--- config.mk ---
export PLATFORM = sky130hd
export DESIGN_NAME = sleep_countdown_table_core_flat
export DESIGN_NICKNAME = d
export VERILOG_FILES = /design/src/rtl/core/sct_pkg.sv /design/src/rtl/core/sct_if.sv /design/src/rtl/core/sct_slot_ram.sv /design/src/rtl/core/sleep_countdown_table_core.sv /design/src/flat_wrapper.sv
export SDC_FILE = /design/constraint.sdc
export NUM_CORES = 1
export LEC_CHECK = 0
export BUFFER_PORTS_ARGS = -buffer_cell sky130_fd_sc_hd__buf_4
export CAP_MARGIN = 15
export CORE_ASPECT_RATIO = 0.5
export CORE_UTILIZATION = 53
export CTS_BUF_LIST = sky130_fd_sc_hd__clkbuf_8
export DETAILED_ROUTE_END_ITERATION = 8
export MAX_ROUTING_LAYER = met4
export PLACE_DENSITY = 0.81
export REMOVE_ABC_BUFFERS = 1
export SYNTH_ARGS = -nofsm -noshare
export SYNTH_HDL_FRONTEND = slang
export SYNTH_SLANG_ARGS = --single-unit
--- constraint.sdc ---
create_clock -name clk_i -period 7.53 [get_ports clk_i]
set_clock_uncertainty 0.2 [all_clocks]
set_input_delay 0.3765 -clock clk_i [delete_from_list [all_inputs] [get_ports clk_i]]
set_output_delay 0.3765 -clock clk_i [all_outputs]
set_load 0.03 [all_outputs]
--- src/rtl/core/sct_pkg.sv ---
// sleep countdown table: shared types, codes and field widths
// no dependencies; imported by the interfaces, the slot ram, the core and the checker
`timescale 1ns / 1ps

package sct_pkg;

  // field widths
  localparam int IdW    = 16;
  localparam int TicksW = 32;
  localparam int RemW   = 31;
  localparam int FuncW  = 2;
  localparam int KindW  = 3;

  // request function codes
  typedef enum logic [FuncW-1:0] {
    FUNC_PUT    = 2'd0,
    FUNC_TICK   = 2'd1,
    FUNC_REMOVE = 2'd2,
    FUNC_NONE   = 2'd3
  } func_e;

  // result kinds
  typedef enum logic [KindW-1:0] {
    KIND_PUT_OK    = 3'd0,
    KIND_PUT_REJ   = 3'd1,
    KIND_WOKEN     = 3'd2,
    KIND_REMOVED   = 3'd3,
    KIND_NOT_FOUND = 3'd4
  } kind_e;

  // sequencer states
  typedef enum logic [1:0] {
    ST_IDLE,
    ST_SCAN,
    ST_DONE
  } state_e;

  // one table entry
  typedef struct packed {
    logic [IdW-1:0]  thread;
    logic [RemW-1:0] remaining;
  } slot_t;

endpackage

--- src/rtl/core/sct_if.sv ---
// sleep countdown table: request and result channel interfaces
// depends on sct_pkg for field widths
`timescale 1ns / 1ps

interface sct_in_if import sct_pkg::*; ();
  logic                     valid;
  logic                     ready;
  logic [FuncW-1:0]         func;
  logic                     has_running;
  logic [IdW-1:0]           thread_id;
  logic signed [TicksW-1:0] sleep_ticks;

  modport source (output valid, func, has_running, thread_id, sleep_ticks, input ready);
  modport sink   (input valid, func, has_running, thread_id, sleep_ticks, output ready);
endinterface

interface sct_out_if import sct_pkg::*; ();
  logic             valid;
  logic             ready;
  logic [KindW-1:0] kind;
  logic [IdW-1:0]   woken_id;
  logic             last;

  modport source (output valid, kind, woken_id, last, input ready);
  modport sink   (input valid, kind, woken_id, last, output ready);
endinterface

--- src/rtl/core/sct_slot_ram.sv ---
// sleep countdown table: slot storage, one write port and one registered read port
// depends on sct_pkg for the slot type
`timescale 1ns / 1ps

module sct_slot_ram import sct_pkg::*; #(
  parameter int AddrW = 4
) (
  input  logic             clk_i,
  input  logic             we_i,
  input  logic [AddrW-1:0] waddr_i,
  input  slot_t            wdata_i,
  input  logic             re_i,
  input  logic [AddrW-1:0] raddr_i,
  output slot_t            rdata_o
);

  localparam int Depth = 1 << AddrW;

  slot_t mem_q [Depth];
  slot_t rdata_q;

  // write port
  always_ff @(posedge clk_i) begin
    if (we_i) begin
      mem_q[waddr_i] <= wdata_i;
    end
  end

  // registered read port, holds while not enabled
  always_ff @(posedge clk_i) begin
    if (re_i) begin
      rdata_q <= mem_q[raddr_i];
    end
  end

  assign rdata_o = rdata_q;

endmodule

--- src/rtl/core/sleep_countdown_table_core.sv ---
// sleep countdown table core: a put result goes through ST_DONE to the output register;
// tick and remove scan the occupied slots, one slot per cycle unless a result stalls at
// the output (single ram read port, shared compare/decrement), then finish in ST_DONE.
// one request at a time: ready is high only while idle. func code 3 is accepted and ignored.
// reset (async, active low) empties the table and clears control; ram contents are not cleared.
// depends on sct_pkg, sct_in_if, sct_out_if and sct_slot_ram
`timescale 1ns / 1ps

module sleep_countdown_table_core import sct_pkg::*; #(
  parameter int MAX_SLEEPERS = 16
) (
  input  logic clk_i,
  input  logic rst_ni,
  sct_in_if.sink    in_i,
  sct_out_if.source out_o
);

  localparam int AddrW = (MAX_SLEEPERS > 1) ? $clog2(MAX_SLEEPERS) : 1;
  localparam int CntW  = $clog2(MAX_SLEEPERS + 1);
  localparam logic [CntW-1:0] MaxCnt = CntW'(MAX_SLEEPERS);

  // sequencer and table state
  state_e            state_q, state_d;
  logic [CntW-1:0]   count_q, count_d;
  logic [AddrW-1:0]  head_q, head_d;
  logic [CntW-1:0]   idx_q, idx_d;
  logic [CntW-1:0]   wr_q, wr_d;
  logic              found_q, found_d;
  func_e             func_q, func_d;
  logic [IdW-1:0]    id_q, id_d;

  // pending result, held until the next one shows whether it is the last
  logic              pend_vld_q, pend_vld_d;
  kind_e             pend_kind_q, pend_kind_d;
  logic [IdW-1:0]    pend_id_q, pend_id_d;

  // output register
  logic              out_vld_q, out_vld_d;
  kind_e             out_kind_q, out_kind_d;
  logic [IdW-1:0]    out_id_q, out_id_d;
  logic              out_last_q, out_last_d;

  // ram port
  logic              ram_we, ram_re;
  logic [AddrW-1:0]  ram_waddr, ram_raddr;
  slot_t             ram_wdata, ram_rdata;

  logic accept, out_free, put_ok, wake, hit, emit, stall, last_ent;

  sct_slot_ram #(.AddrW(AddrW)) u_ram (
    .clk_i   (clk_i),
    .we_i    (ram_we),
    .waddr_i (ram_waddr),
    .wdata_i (ram_wdata),
    .re_i    (ram_re),
    .raddr_i (ram_raddr),
    .rdata_o (ram_rdata)
  );

  assign in_i.ready   = (state_q == ST_IDLE);
  assign accept       = in_i.valid && in_i.ready;
  assign out_free     = !out_vld_q || out_o.ready;
  assign out_o.valid    = out_vld_q;
  assign out_o.kind     = out_kind_q;
  assign out_o.woken_id = out_id_q;
  assign out_o.last     = out_last_q;

  // next state, ram control and result flow
  always_comb begin
    state_d     = state_q;
    count_d     = count_q;
    head_d      = head_q;
    idx_d       = idx_q;
    wr_d        = wr_q;
    found_d     = found_q;
    func_d      = func_q;
    id_d        = id_q;
    pend_vld_d  = pend_vld_q;
    pend_kind_d = pend_kind_q;
    pend_id_d   = pend_id_q;
    out_vld_d   = out_vld_q && !out_o.ready;
    out_kind_d  = out_kind_q;
    out_id_d    = out_id_q;
    out_last_d  = out_last_q;
    ram_we      = 1'b0;
    ram_re      = 1'b0;
    ram_waddr   = '0;
    ram_raddr   = '0;
    ram_wdata   = '0;
    put_ok      = 1'b0;
    wake        = 1'b0;
    hit         = 1'b0;
    emit        = 1'b0;
    stall       = 1'b0;
    last_ent    = (idx_q == count_q - CntW'(1));

    unique case (state_q)
      ST_IDLE: begin
        if (accept) begin
          func_d  = func_e'(in_i.func);
          id_d    = in_i.thread_id;
          found_d = 1'b0;
          idx_d   = '0;
          wr_d    = '0;
          case (func_e'(in_i.func))
            FUNC_PUT: begin
              // newest entry goes just below the head of the ring
              put_ok = in_i.has_running && !in_i.sleep_ticks[TicksW-1] &&
                       (in_i.sleep_ticks != '0) && (count_q != MaxCnt);
              if (put_ok) begin
                ram_we    = 1'b1;
                ram_waddr = head_q - AddrW'(1);
                ram_wdata = '{thread: in_i.thread_id,
                              remaining: in_i.sleep_ticks[RemW-1:0]};
                head_d    = head_q - AddrW'(1);
                count_d   = count_q + CntW'(1);
              end
              pend_vld_d  = 1'b1;
              pend_kind_d = put_ok ? KIND_PUT_OK : KIND_PUT_REJ;
              pend_id_d   = '0;
              state_d     = ST_DONE;
            end
            FUNC_TICK, FUNC_REMOVE: begin
              if (count_q == '0) begin
                state_d = ST_DONE;
              end else begin
                ram_re    = 1'b1;
                ram_raddr = head_q;
                state_d   = ST_SCAN;
              end
            end
            default: ;
          endcase
        end
      end

      ST_SCAN: begin
        // ram data holds entry idx_q, newest first
        wake  = (func_q == FUNC_TICK) && (ram_rdata.remaining == RemW'(1));
        hit   = (func_q == FUNC_REMOVE) && !found_q && (ram_rdata.thread == id_q);
        emit  = wake || hit;
        stall = emit && pend_vld_q && !out_free;
        if (!stall) begin
          if (emit) begin
            if (pend_vld_q) begin
              out_vld_d  = 1'b1;
              out_kind_d = pend_kind_q;
              out_id_d   = pend_id_q;
              out_last_d = 1'b0;
            end
            pend_vld_d  = 1'b1;
            pend_kind_d = wake ? KIND_WOKEN : KIND_REMOVED;
            pend_id_d   = ram_rdata.thread;
          end
          // tick: survivors are compacted toward the head, decremented
          if ((func_q == FUNC_TICK) && !wake) begin
            ram_we    = 1'b1;
            ram_waddr = head_q + wr_q[AddrW-1:0];
            ram_wdata = '{thread: ram_rdata.thread,
                          remaining: ram_rdata.remaining - RemW'(1)};
            wr_d      = wr_q + CntW'(1);
          end
          // remove: entries after the match move up by one
          if ((func_q == FUNC_REMOVE) && found_q) begin
            ram_we    = 1'b1;
            ram_waddr = head_q + idx_q[AddrW-1:0] - AddrW'(1);
            ram_wdata = ram_rdata;
          end
          if (hit) begin
            found_d = 1'b1;
          end
          if (last_ent) begin
            state_d = ST_DONE;
            if (func_q == FUNC_TICK) begin
              count_d = wr_d;
            end else if (found_q || hit) begin
              count_d = count_q - CntW'(1);
            end
          end else begin
            idx_d     = idx_q + CntW'(1);
            ram_re    = 1'b1;
            ram_raddr = head_q + idx_d[AddrW-1:0];
          end
        end
      end

      ST_DONE: begin
        // flush the final result with last set, or a not-found result for a failed remove
        if (pend_vld_q) begin
          if (out_free) begin
            out_vld_d  = 1'b1;
            out_kind_d = pend_kind_q;
            out_id_d   = pend_id_q;
            out_last_d = 1'b1;
            pend_vld_d = 1'b0;
            state_d    = ST_IDLE;
          end
        end else if ((func_q == FUNC_REMOVE) && !found_q) begin
          if (out_free) begin
            out_vld_d  = 1'b1;
            out_kind_d = KIND_NOT_FOUND;
            out_id_d   = '0;
            out_last_d = 1'b1;
            state_d    = ST_IDLE;
          end
        end else begin
          state_d = ST_IDLE;
        end
      end

      default: state_d = ST_IDLE;
    endcase
  end

  // control registers
  always_ff @(posedge clk_i or negedge rst_ni) begin
    if (!rst_ni) begin
      state_q    <= ST_IDLE;
      count_q    <= '0;
      head_q     <= '0;
      idx_q      <= '0;
      wr_q       <= '0;
      found_q    <= 1'b0;
      func_q     <= FUNC_NONE;
      pend_vld_q <= 1'b0;
      out_vld_q  <= 1'b0;
    end else begin
      state_q    <= state_d;
      count_q    <= count_d;
      head_q     <= head_d;
      idx_q      <= idx_d;
      wr_q       <= wr_d;
      found_q    <= found_d;
      func_q     <= func_d;
      pend_vld_q <= pend_vld_d;
      out_vld_q  <= out_vld_d;
    end
  end

  // payload registers
  always_ff @(posedge clk_i) begin
    id_q        <= id_d;
    pend_kind_q <= pend_kind_d;
    pend_id_q   <= pend_id_d;
    out_kind_q  <= out_kind_d;
    out_id_q    <= out_id_d;
    out_last_q  <= out_last_d;
  end

endmodule

--- src/flat_wrapper.sv ---
// flat-port wrapper written by rule: the top's interface ports become plain ports
module sleep_countdown_table_core_flat import sct_pkg::*;
#(
  parameter int MAX_SLEEPERS = 16
)
  (clk_i, rst_ni, in_i_valid, in_i_func, in_i_has_running, in_i_thread_id, in_i_sleep_ticks, in_i_ready, out_o_valid, out_o_kind, out_o_woken_id, out_o_last, out_o_ready);
  sct_in_if in_i_i ();
  sct_out_if out_o_i ();
  input  logic clk_i;
  input  logic rst_ni;
  input wire logic [$bits(in_i_i.valid)-1:0] in_i_valid;
  input wire logic [$bits(in_i_i.func)-1:0] in_i_func;
  input wire logic [$bits(in_i_i.has_running)-1:0] in_i_has_running;
  input wire logic [$bits(in_i_i.thread_id)-1:0] in_i_thread_id;
  input wire logic [$bits(in_i_i.sleep_ticks)-1:0] in_i_sleep_ticks;
  output wire logic [$bits(in_i_i.ready)-1:0] in_i_ready;
  output wire logic [$bits(out_o_i.valid)-1:0] out_o_valid;
  output wire logic [$bits(out_o_i.kind)-1:0] out_o_kind;
  output wire logic [$bits(out_o_i.woken_id)-1:0] out_o_woken_id;
  output wire logic [$bits(out_o_i.last)-1:0] out_o_last;
  input wire logic [$bits(out_o_i.ready)-1:0] out_o_ready;
  assign in_i_i.valid = in_i_valid;
  assign in_i_i.func = in_i_func;
  assign in_i_i.has_running = in_i_has_running;
  assign in_i_i.thread_id = in_i_thread_id;
  assign in_i_i.sleep_ticks = in_i_sleep_ticks;
  assign in_i_ready = in_i_i.ready;
  assign out_o_valid = out_o_i.valid;
  assign out_o_kind = out_o_i.kind;
  assign out_o_woken_id = out_o_i.woken_id;
  assign out_o_last = out_o_i.last;
  assign out_o_i.ready = out_o_ready;
  sleep_countdown_table_core #(.MAX_SLEEPERS(MAX_SLEEPERS)) u_core (.clk_i(clk_i), .rst_ni(rst_ni), .in_i(in_i_i), .out_o(out_o_i));
endmodule
### After elaboration in Yosys (flattened, before gate mapping)

Memories as Yosys holds them, arrays and structs flattened. A register that Yosys moved wholly into a read port is not among the register bits.
Cells that the tools add are included.

| word-level totals | value |
|---|---|
| bits in registers | 81 |
| memory bits (writable) | 752 |
| bits of input ports | 55 |
| output and inout bits | 22 |
| word-level logic and storage cells | 201 |
| memories kept | 1 |

Memory list:

| memory | depth | width | rd ports | clocked after memory_dff | write ports | RTL line | source |
|---|---|---|---|---|---|---|---|
| u_core.u_ram.mem_q | 16 | 47 | 1 | 1 | 1 | sct_slot_ram.sv:19 | `slot_t mem_q [Depth];` |

| operators by class | value |
|---|---|
| add/sub/neg operators | 10 |
| equality and inequality tests | 23 |
| mux-type cells | 112 |
| reductions and logical operators | 40 |

Operators with widths:

| kind | number |
|---|---|
| 47-bit 2-to-1 mux | 6 |
| 16-bit 2-to-1 mux | 11 |
| 47-bit case mux with 2 select lines | 1 |
| 16-bit case mux with 2 select lines | 2 |
| 5-bit 2-to-1 mux | 12 |
| 4-bit 2-to-1 mux | 11 |
| 1-bit 2-to-1 mux | 36 |
| 3-bit 2-to-1 mux | 11 |
| 32-bit nonzero test | 1 |
| 31-bit by 1-bit == test with 1-bit output (second input constant) | 1 |
| 31-bit by 1-bit subtractor with 31-bit output (second input constant) | 1 |
| 5-bit case mux with 2 select lines | 3 |
| 16-bit == test | 1 |
| 4-bit case mux with 2 select lines | 2 |
| 4-bit AND reduction | 4 |
| 5-bit by 1-bit adder with 5-bit output (second input constant) | 3 |
| 5-bit AND reduction | 3 |
| 2-bit 2-to-1 mux | 7 |
| 4-bit adder | 3 |
| 1-bit logical AND | 12 |
| 3-bit case mux with 2 select lines | 2 |
| 2-bit by 1-bit != test with 1-bit output (second input constant) | 5 |
| 2-bit != test (second input constant) | 5 |
| 1-bit case mux with 2 select lines | 5 |
| other kinds (22) | 37 |

### Depth between registers and ports, before layout

Gate-level depths: netlist (run 1).

| depth | value |
|---|---|
| word-level depth | 10 |
| depth in mapped cells | 16 |
| depth with buffers taken out | 15 |

### Hierarchy

Synthesis (run 1) repeated with hierarchy kept, for this count alone.

| second synthesis, totals | value |
|---|---|
| cell total of the unflattened synthesis | 1,821 |
| area, all modules | 35,267.6 um2 |

By module, submodules not included:

| module | times used | cells each | area each (um2) | seq. area each (um2) |
|---|---|---|---|---|
| sct_slot_ram | 1 | 1,217 | 29,600.9 | 23,993.0 |
| sleep_countdown_table_core | 1 | 604 | 5,666.7 | 2,274.7 |

### Worst setup path after synthesis (run 1)

No wires, ideal clock.

| timing path | value |
|---|---|
| path kind | flip-flop to flip-flop |
| from | register u_core.head_q[1] |
| to | memory u_core.u_ram.mem_q[11][0] (netlist bit), enable pin |
| library setup time | 0.452 ns |
| arrival time | 4.550 ns |
| data required time | 6.878 ns |
| slack | 2.328 ns |
| stages on the path, launching flop included | 16 |
| buffers on the path | 1 |
| clock period less this slack | 5.202 ns |
| path through | dfrtp_1 -> clkbuf_1 -> inv_1 -> ha_1 -> inv_1 -> ha_1 -> inv_1 -> fa_1 -> xor2_1 -> xnor2_1 -> nand2_1 -> o21ai_0 -> a21oi_1 -> o21ai_0 -> nand2_1 -> nor2_1 |

| between the ends | value |
|---|---|
| word-level cells in the longest chain between the ends | 5 |
| elaborated cells on any way between the ends | 11 |
| classes of those cells | add/sub (4); mux (7) |

Ends and longest elaborated chain:

| element | RTL line | source |
|---|---|---|
| start, declared | sleep_countdown_table_core.sv:25 | `logic [AddrW-1:0] head_q, head_d;` |
| start signal, assigned | sleep_countdown_table_core.sv:220 | `head_q <= '0;` |
| start signal, assigned | sleep_countdown_table_core.sv:230 | `head_q <= head_d;` |
| 4-bit adder (tied with other cells) | sleep_countdown_table_core.sv:166 | `ram_waddr = head_q + idx_q[AddrW-1:0] - AddrW'(1);` |
| 4-bit by 1-bit subtractor with 4-bit output (tied with other cells) | sleep_countdown_table_core.sv:166 |  |
| 4-bit 2-to-1 mux, on equally long branches | sleep_countdown_table_core.sv:164, sleep_countdown_table_core.sv:105 |  |
| 4-bit 2-to-1 mux, on equally long branches | sleep_countdown_table_core.sv:143, sleep_countdown_table_core.sv:99 |  |
| 4-bit case mux with 2 select lines * | sleep_countdown_table_core.sv:97 | `unique case (state_q)` |
| end, declared | sct_slot_ram.sv:19 |  |

Mark *: on every way between the ends. The rest lies on a longest branch, timed or not.

### Worst setup path after layout (run 1)

| timing path | value |
|---|---|
| from | register u_core.u_ram.rdata_o[1] (netlist name) |
| to | memory u_core.u_ram.mem_q[10][38] (netlist bit), enable pin |

| between the ends | value |
|---|---|
| word-level cells in the longest chain between the ends | 10 |
| elaborated cells on any way between the ends | 17 |
| classes of those cells | eq/ne (1); mux (10); reduce/logical (6) |

Ends and longest elaborated chain:

| element | RTL line | source |
|---|---|---|
| 31-bit by 1-bit == test with 1-bit output * | sleep_countdown_table_core.sv:139 | `wake = (func_q == FUNC_TICK) && (ram_rdata.remaining == RemW'(1));` |
| 1-bit logical AND * | sleep_countdown_table_core.sv:139 |  |
| 1-bit logical NOT | sleep_countdown_table_core.sv:156 | `if ((func_q == FUNC_TICK) && !wake) begin` |
| 1-bit logical AND | sleep_countdown_table_core.sv:156 |  |
| 1-bit 2-to-1 mux | sleep_countdown_table_core.sv:156 |  |
| 1-bit 2-to-1 mux | sleep_countdown_table_core.sv:164 | `if ((func_q == FUNC_REMOVE) && found_q) begin` |
| 1-bit 2-to-1 mux | sleep_countdown_table_core.sv:143 | `if (!stall) begin` |
| 1-bit case mux with 2 select lines | sleep_countdown_table_core.sv:97 |  |
| 1-bit 2-to-1 mux | sct_slot_ram.sv:24 | `if (we_i) begin` |
| 1-bit 2-to-1 mux (not written as such) | sct_slot_ram.sv:25 | `mem_q[waddr_i] <= wdata_i;` |

Marked as above.

==> metrics.log, run 1 <==
INFO  metric finalWeightedCongestion = between 0.9 and 1
INFO  metric run_status = complete, no violations
INFO  metric holdBufCountCts = 29
INFO  metric synth_compound_gate_area_share = roughly 9.0%
INFO  metric fp.coreArea = 67,200 µm²
INFO  metric timing.hold.ws = roughly 74 ps
INFO  metric synth_adder_area_share = less than 1%
INFO  metric crit_required = between 7000 and 8000 ps
INFO  metric grt_pass1_vias = 21,843
INFO  metric routed-via-count = about 23,000
INFO  metric drive_above_1_share = around 13%
INFO  metric viasPerCell = 6.34
INFO  metric numPlacedInstances = between 3,000 and 4,000
INFO  metric grt_first_pass_wirelength = 135,000 µm
INFO  metric mostFrequentLayoutCells = 853 x sky130_fd_sc_hd__edfxtp_1, 364 x sky130_fd_sc_hd__nand2_1, 187 x sky130_fd_sc_hd__mux2i_1
INFO  metric post_synth_xor_area_fraction = between 1.5 and 2%
INFO  metric critPathCaptureType = flop
INFO  metric ff2ff_path_depth = 12
INFO  metric mappedNetlistArea = ~36,000 µm²
INFO  metric netlist-cell-type-count = between 70 and 80
INFO  metric grt.overflow.total = 0
INFO  metric cts_max_level = 3
INFO  metric synthesis.yosys.warnings = 0
INFO  metric cts-resized-gates = 0
INFO  metric layout_min_cycle_time = about 5600 ps
INFO  metric synth_area_in_simple_gates = ~8%
INFO  metric cp_slowest_stage_delay = about 990 ps
INFO  metric worst_skew_pair.late_latency = between 700 and 800 ps
INFO  metric die_x = about 370 µm
INFO  metric max_freq = about 180 MHz
INFO  metric rsz0062_at_grt = no
INFO  metric antenna_found_initial = 3
INFO  metric synth-async-reset-ratio = roughly 3.0%
INFO  metric seq_power_share = a little under half
INFO  metric power.combinational.fraction = 30.1%
INFO  metric max-vdd-ir-drop = around 0.32 mV
INFO  metric register_bit_total_from_synthesis = roughly 880
INFO  metric core.rowCount = between 60 and 70
INFO  metric synth.mux.area_fraction = under 10%
INFO  metric finalNetCount = approximately 2,700
INFO  metric detail_route.drc_violations = 0
INFO  metric cts.root.buffer_cell = sky130_fd_sc_hd__clkbuf_8
INFO  metric postSynth.topFlopCell = sky130_fd_sc_hd__edfxtp_1
INFO  metric dp_hpwl = 53,200 µm
INFO  metric floorplan.die_area = 69,400 µm²
INFO  metric drt-wirelength-per-cell = ~26 µm
INFO  metric wl = between 90,000 and 100,000 µm
INFO  metric mostFrequentLayoutCell = sky130_fd_sc_hd__edfxtp_1
INFO  metric total_switching_power = 4840 µW
INFO  metric critical_path.startpoint_type = flop
INFO  metric cts_max_path_buffers = 3
INFO  metric drt_pre_antenna_iters = 6
INFO  metric io_buffer_count = 76
INFO  metric cts_tree = yes
INFO  metric areaGrowthSynthToFinish = 11.6%
INFO  metric worstPathMaxFanout = 34
INFO  metric clk_pin_slew = roughly 70 ps
INFO  metric syn-instance-count = 2,423
INFO  metric timing.setup.tns = 0 ps
INFO  metric floorplan.initialDensity = a little over half
INFO  metric worstHoldPathCells = 4
INFO  metric power_report.internal_total = 9000 µW
INFO  metric globalRouteTotalUtil = a little over a quarter
INFO  metric average_cell_area_after_synthesis = roughly 15 µm²
INFO  metric dominant_combinational_cell_family_by_area_after_synthesis = compound AO/OA/AOI/OAI gates
INFO  metric maxCapViolCount = 0
INFO  metric swShare = a little over a third
INFO  metric drtAntennaViolNets = 0
INFO  metric pwr_density_cell = ~340 nW/µm²
INFO  metric critical_path_arrival = ~5800 ps
INFO  metric cts_setup_buffers = 0
INFO  metric static-leakage-power = 0.0141 µW
INFO  metric cts_inserted_buffers = 118
INFO  metric timing.critical_path.mode_cell = sky130_fd_sc_hd__buf_4
INFO  metric timing.critical_path.cells = inv_1 -> ha_1 -> or3b_2 -> nor4_2 -> a31oi_1 -> o21ai_2 -> buf_4 -> o22ai_1 -> a21oi_1 -> nand2_1 -> nor2_4 -> buf_4
INFO  metric tritoncts_num_sinks = 879
INFO  metric final.period_utilization = roughly three quarters
INFO  metric fillerInstances = 4,742
INFO  metric criticalPathCategory = reg2reg
INFO  metric worstMarginPinSlew = approximately 1200 ps
INFO  metric setup_viol_count_final = 0
INFO  metric drt_iter0_drc = ~3,600
INFO  metric final_hold_viols = 0
INFO  metric fin_cells = ~3,600
INFO  metric share_clk_of_total_power = 24.6%
INFO  metric timing.hold.worst.class = in2reg
INFO  metric synth.yosys.seq_area_share = 72.6%
INFO  metric critPathSlowestCell = sky130_fd_sc_hd__nor2_4
INFO  metric headroom_to_the_max_slew_limit = about 18%
INFO  metric die_height = roughly 190 µm
INFO  metric final-max-slew-violation-count = 0
INFO  metric num_io_pins = 77
INFO  metric synth_edf_count = 853
INFO  metric grt_start_max_net_pins = roughly 150
synth_stat cells (7+ instances only):
| cell | number | area share, % |
|---|---|---|
| sky130_fd_sc_hd__nand2_1 | 365 | 3.8 |
| sky130_fd_sc_hd__ha_1 | 23 | 0.80 |
| sky130_fd_sc_hd__buf_2 | 56 | 0.77 |
| sky130_fd_sc_hd__nand4_1 | 8 | 0.14 |
| sky130_fd_sc_hd__nand3_1 | 104 | 1.4 |
| sky130_fd_sc_hd__dfrtp_1 | 24 | 1.7 |
| sky130_fd_sc_hd__xor2_1 | 30 | 0.73 |
| sky130_fd_sc_hd__a311o_1 | 46 | 1.3 |
| sky130_fd_sc_hd__edfxtp_1 | 853 | 71 |
| sky130_fd_sc_hd__a221oi_1 | 129 | 3.1 |
| sky130_fd_sc_hd__a221oi_2 | 10 | 0.42 |
| sky130_fd_sc_hd__buf_6 | 14 | 0.44 |
| sky130_fd_sc_hd__clkbuf_1 | 58 | 0.60 |
| sky130_fd_sc_hd__a21oi_1 | 118 | 1.6 |
| sky130_fd_sc_hd__and2_1 | 36 | 0.62 |
| sky130_fd_sc_hd__xnor2_1 | 38 | 0.92 |
| sky130_fd_sc_hd__nand2b_1 | 8 | 0.14 |
| sky130_fd_sc_hd__or3_1 | 7 | 0.12 |
| sky130_fd_sc_hd__mux2i_1 | 187 | 5.2 |
| sky130_fd_sc_hd__o22ai_1 | 10 | 0.17 |
| sky130_fd_sc_hd__nor2_1 | 57 | 0.59 |
| sky130_fd_sc_hd__inv_1 | 31 | 0.32 |
| sky130_fd_sc_hd__o21ai_0 | 58 | 0.80 |
| sky130_fd_sc_hd__buf_4 | 15 | 0.31 |
| sky130_fd_sc_hd__a22o_1 | 21 | 0.51 |
| sky130_fd_sc_hd__nor4_1 | 17 | 0.29 |
| sky130_fd_sc_hd__nor3_1 | 12 | 0.17 |
logic make-up after synthesis:
logic type | count (synthesis)
and+or+nand+nor | 646
adders and majority gates | 26
DFF | 879
AOI/OAI and AO/OA | 437
buffers and inverters | 179
muxes | 187
xor gates and xnor gates | 69
layout make-up:
cell class	count	area (µm²)	share of cell area (%)
antenna	2	5.00	0.0124
timing repair buffer	173	1450	3.59
clock buffer	121	1670	4.13
sequential	879	26300	65.1
inverter	32	120	0.298
clock inverter	91	494	1.22
multi-input combinational	1365	9230	22.9
tap	897	1120	2.78
worst max-delay path: cells and delay by family (launching register included):
family | cells | cell delay (ps)
and+or+nand+nor | 4 | 2400
DFF | 1 | 420
adders and majority gates | 1 | 170
AOI/OAI and AO/OA | 4 | 1090
buffers and inverters | 3 | 990
per-stage QoR:
stage | worst slack (ps) | util (%) | power, µW | instance area [µm²]
after floorplan | -10880 | - | 9600 | 35400
after global placement | 2330 | 56.1 | 10300 | 37700
after detailed placement | 2070 | 56.2 | 10400 | 37800
after CTS | 2040 | 59.8 | 13700 | 40200
after global routing | 1760 | 60.0 | 14300 | 40400
final | 1890 | 60.0 | 13800 | 40400
path summary, 6_finish.rpt:
| path | to | slack [ps] | startpoint |
|---|---|---|---|
| min in group asynchronous | u_core.idx_q[1] | 470 | rst_ni |
| hold / removal | u_core.u_ram.mem_q[6][16] | 70 | in_i_sleep_ticks[16] |
| setup / recovery | u_core.u_ram.mem_q[10][38] | 1890 | u_core.u_ram.rdata_o[1] |
| hold reg to reg | u_core.out_o.kind[1] | 320 | u_core.pend_kind_q[1] |
| max in group asynchronous | u_core.out_o.valid | 6490 | rst_ni |
| setup reg to reg | u_core.u_ram.mem_q[10][38] | 1890 | u_core.u_ram.rdata_o[1] |
power by group through the flow:
stage	combinational [µW]	clock (µW)	sequential, µW
after floorplan	3260	0	6340
after global placement	3930	0	6330
after detailed placement	4020	0	6350
after CTS	4080	3400	6250
after global routing	4420	3620	6290
final	4170	3410	6260
sequential cells by signal, indices dropped and copies added, names as in the netlist, 2 cells and up:
name,flops
u_core.wr_q,5
u_core.out_o.kind,3
u_core.state_q,2
u_core.count_q,5
u_core.out_o.woken_id,16
u_core.func_q,2
u_core.u_ram.rdata_o,47
u_core.idx_q,5
u_core.head_q,4
u_core.id_q,16
u_core.pend_kind_q,2
u_core.u_ram.mem_q,752
u_core.pend_id_q,16
metal layers:
layer	track usage [%]	vias up	share of wire [%]
met5	-	-	0
met4	10.1	0	3.7
met3	5.60	231	11
met2	40.1	1542	46
met1	36.4	11104	39
li1	-	9686	-
Note: power is estimated with default switching activity, not from simulation.
==> run 2: changes to the inputs <==
- clock period: 7.53 -> 5.4 ns (I/O delays scaled with it)
==> run 2 against run 1 <==
Against the previous run:
- first-iteration DRC count down 6.3%
- hold slack worse by 35 ps
- count of clock-buffer cells in the layout up 1
- sequential power up 39%
- critical endpoint is now u_core.u_ram.mem_q[15][34]
- sequential share of layout area down 0.80 points
- non-clock buffer count up 55
==> metrics.log, run 2 (same netlist as run 1, synthesis figures left out) <==
INFO  metric layout_min_cycle_time = 5060 ps
INFO  metric timing.rr.end = u_core.u_ram.mem_q[15][34]
INFO  metric headroom_to_the_max_slew_limit = between 20% and 30%
INFO  metric globalRouteTotalUtil = a little over a quarter
INFO  metric pwr_density_cell = 469 nW/µm²
INFO  metric crit-reg2reg-launch = u_core.head_q[1]
INFO  metric floorplan.initialDensity = a little over half
INFO  metric grt_pass1_vias = roughly 22,000
INFO  metric utilization = about three fifths
INFO  metric dp_worst_setup_slack = approximately 460 ps
INFO  metric run_status = complete, no violations
INFO  metric timing.critical_path.cells = inv_1 -> ha_1 -> inv_1 -> ha_1 -> inv_1 -> fa_1 -> xor2_1 -> xnor2_1 -> nand2_1 -> o21ai_0 -> a21oi_1 -> o21ai_0 -> nand2_1 -> nor2_4 -> buf_4
INFO  metric hold-path-endpoint = u_core.id_q[8]
INFO  metric worst_skew_pair.late_latency = around 760 ps
INFO  metric areaGrowthSynthToFinish = 13.0%
INFO  metric antenna_found_initial = 1
INFO  metric critical_path.startpoint_type = flop
INFO  metric crit_required = 5580 ps
INFO  metric drt-wirelength-per-cell = 25.5 µm
INFO  metric largest_register_ffs = 752
INFO  metric core.rowCount = 67
INFO  metric final-max-slew-violation-count = 0
INFO  metric fp.coreArea = about 67,000 µm²
INFO  metric grt.overflow.total = 0
INFO  metric critical_path_buf_inv_count = 4
INFO  metric max-vdd-ir-drop = around 0.45 mV
INFO  metric static-leakage-power = ~0.014 µW
INFO  metric cts_tree = yes
INFO  metric num_io_pins = 77
INFO  metric maxCapViolCount = 0
INFO  metric clk_pin_slew = roughly 70 ps
INFO  metric die_height = about 190 µm
INFO  metric grt_start_max_net_pins = 136
INFO  metric r2r_slack = ~340 ps
INFO  metric dp_hpwl = a little over 50,000 µm
INFO  metric finalWorstSetupSlack = ~340 ps
INFO  metric critPathCaptureType = flop
INFO  metric holdBufCountCts = 56
INFO  metric drt_iter0_drc = between 3,000 and 4,000
INFO  metric worstHoldPathCells = 2
INFO  metric viasPerCell = between 6 and 7
INFO  metric die_x = 371 µm
INFO  metric cp_slowest_stage_delay = about 760 ps
INFO  metric cts_inserted_buffers = between 100 and 150
INFO  metric grt_first_pass_wirelength = ~140,000 µm
INFO  metric routed-via-count = approximately 23,000
INFO  metric mostFrequentLayoutCell = sky130_fd_sc_hd__edfxtp_1
INFO  metric criticalPathCategory = reg2reg
INFO  metric drive_above_1_share = 13.7%
INFO  metric floorplan.die_area = 69,400 µm²
INFO  metric largest_register = u_core.u_ram.mem_q
INFO  metric critPathSlowestCell = sky130_fd_sc_hd__nor2_4
INFO  metric drtAntennaViolNets = 0
INFO  metric detail_route.drc_violations = 0
INFO  metric tritoncts_num_sinks = between 800 and 900
INFO  metric mostFrequentLayoutCells = 853 x sky130_fd_sc_hd__edfxtp_1, 364 x sky130_fd_sc_hd__nand2_1, 187 x sky130_fd_sc_hd__mux2i_1
INFO  metric drt_pre_antenna_iters = 5
INFO  metric final.period_utilization = 93.8%
INFO  metric setup_viol_count_final = 0
INFO  metric critPathTopFamily = simple AND/OR/NAND/NOR gates
INFO  metric worstPathMaxFanout = 28
INFO  metric timing.critical_path.mode_cell = sky130_fd_sc_hd__inv_1
INFO  metric cts.root.buffer_cell = sky130_fd_sc_hd__clkbuf_8
INFO  metric finalNetCount = between 2,000 and 3,000
INFO  metric rsz0062_at_grt = no
INFO  metric critical_path_arrival = around 5200 ps
INFO  metric cts_max_level = 3
INFO  metric max_freq = 198 MHz
INFO  metric ff2ff_path_depth = 15
INFO  metric worstMarginPinSlew = around 1100 ps
INFO  metric final_hold_viols = 0
INFO  metric cts-resized-gates = 0
INFO  metric io_buffer_count = 76
INFO  metric timing.hold.worst.class = in2reg
INFO  metric worst_min_delay_path_startpoint = in_i_thread_id[8]
INFO  metric cts_max_path_buffers = 3
INFO  metric wl = roughly 92,000 µm
INFO  metric cts_setup_buffers = 0
INFO  metric finalWeightedCongestion = 0.881
==> run 2: cell types whose count changed in the layout (fill, tap and decap cells not counted), sizes merged <==
cell	change
clkinv	-5
buf	+34
dlygate4sd3	+21
inv	+8
clkinvlp	-4
diode	-1
clkbuf	+1
bufinv	-3
==> run 2: power breakdown <==
part | total (µW) | switching (µW) | internal, µW | leakage, µW
logic | 5880 | 3820 | 2060 | 0.00497
clock network | 4590 | 2450 | 2140 | 0.00124
registers | 8710 | 403 | 8300 | 0.00822
==> run 2: worst max-delay path by stage <==
stage                                 start                         end  slack, ps  cells past startpoint
after global placement     u_core.head_q[1]  u_core.u_ram.mem_q[15][42]        620                     15
after global routing       u_core.head_q[1]  u_core.u_ram.mem_q[15][34]        150                     15
after CTS                  u_core.head_q[1]  u_core.u_ram.mem_q[15][34]        430                     15
final                      u_core.head_q[1]  u_core.u_ram.mem_q[15][34]        340                     15
after detailed placement   u_core.head_q[1]  u_core.u_ram.mem_q[15][32]        460                     15
after floorplan           u_core.state_q[1]    u_core.u_ram.rdata_o[25]     -13010                      7
==> run 2: layout make-up <==
cell class / instances / area, µm²
fill: 4686 / 26400
sequential: 879 / 26300
multi-input combinational: 1365 / 9230
timing repair buffer: 228 / 2030
clock buffer: 122 / 1680
tap: 897 / 1120
clock inverter: 87 / 410
inverter: 32 / 120
antenna: 1 / 2.50
==> run 2: per-layer routing <==
metal / share of wire [%] / track usage [%]
met2: 47 / 41.3
met3: 12 / 6.64
met4: 3.3 / 9.84
met1: 38 / 35.4
met5: 0 / -
==> run 2: through the flow <==
step	TNS (ps)	std cells	total power, µW	area, µm²	hold slack, ps
after floorplan	-902360	2276	13200	35400	-226
after global placement	0	3340	14300	38200	6.12
after detailed placement	0	3345	14500	38200	11.3
after CTS	0	3610	19000	40900	9.82
after global routing	0	3611	19900	40900	7.56
final	0	3611	19200	40900	39.3
==> run 2: worst register-to-register path, delay by kind of cell (launching register included) <==
kind	cells	cell delay, ps
buf+inv	4	950
simple gates	3	1140
flops	1	610
xor+xnor	2	330
fa+ha+maj	3	890
compound gates	3	550
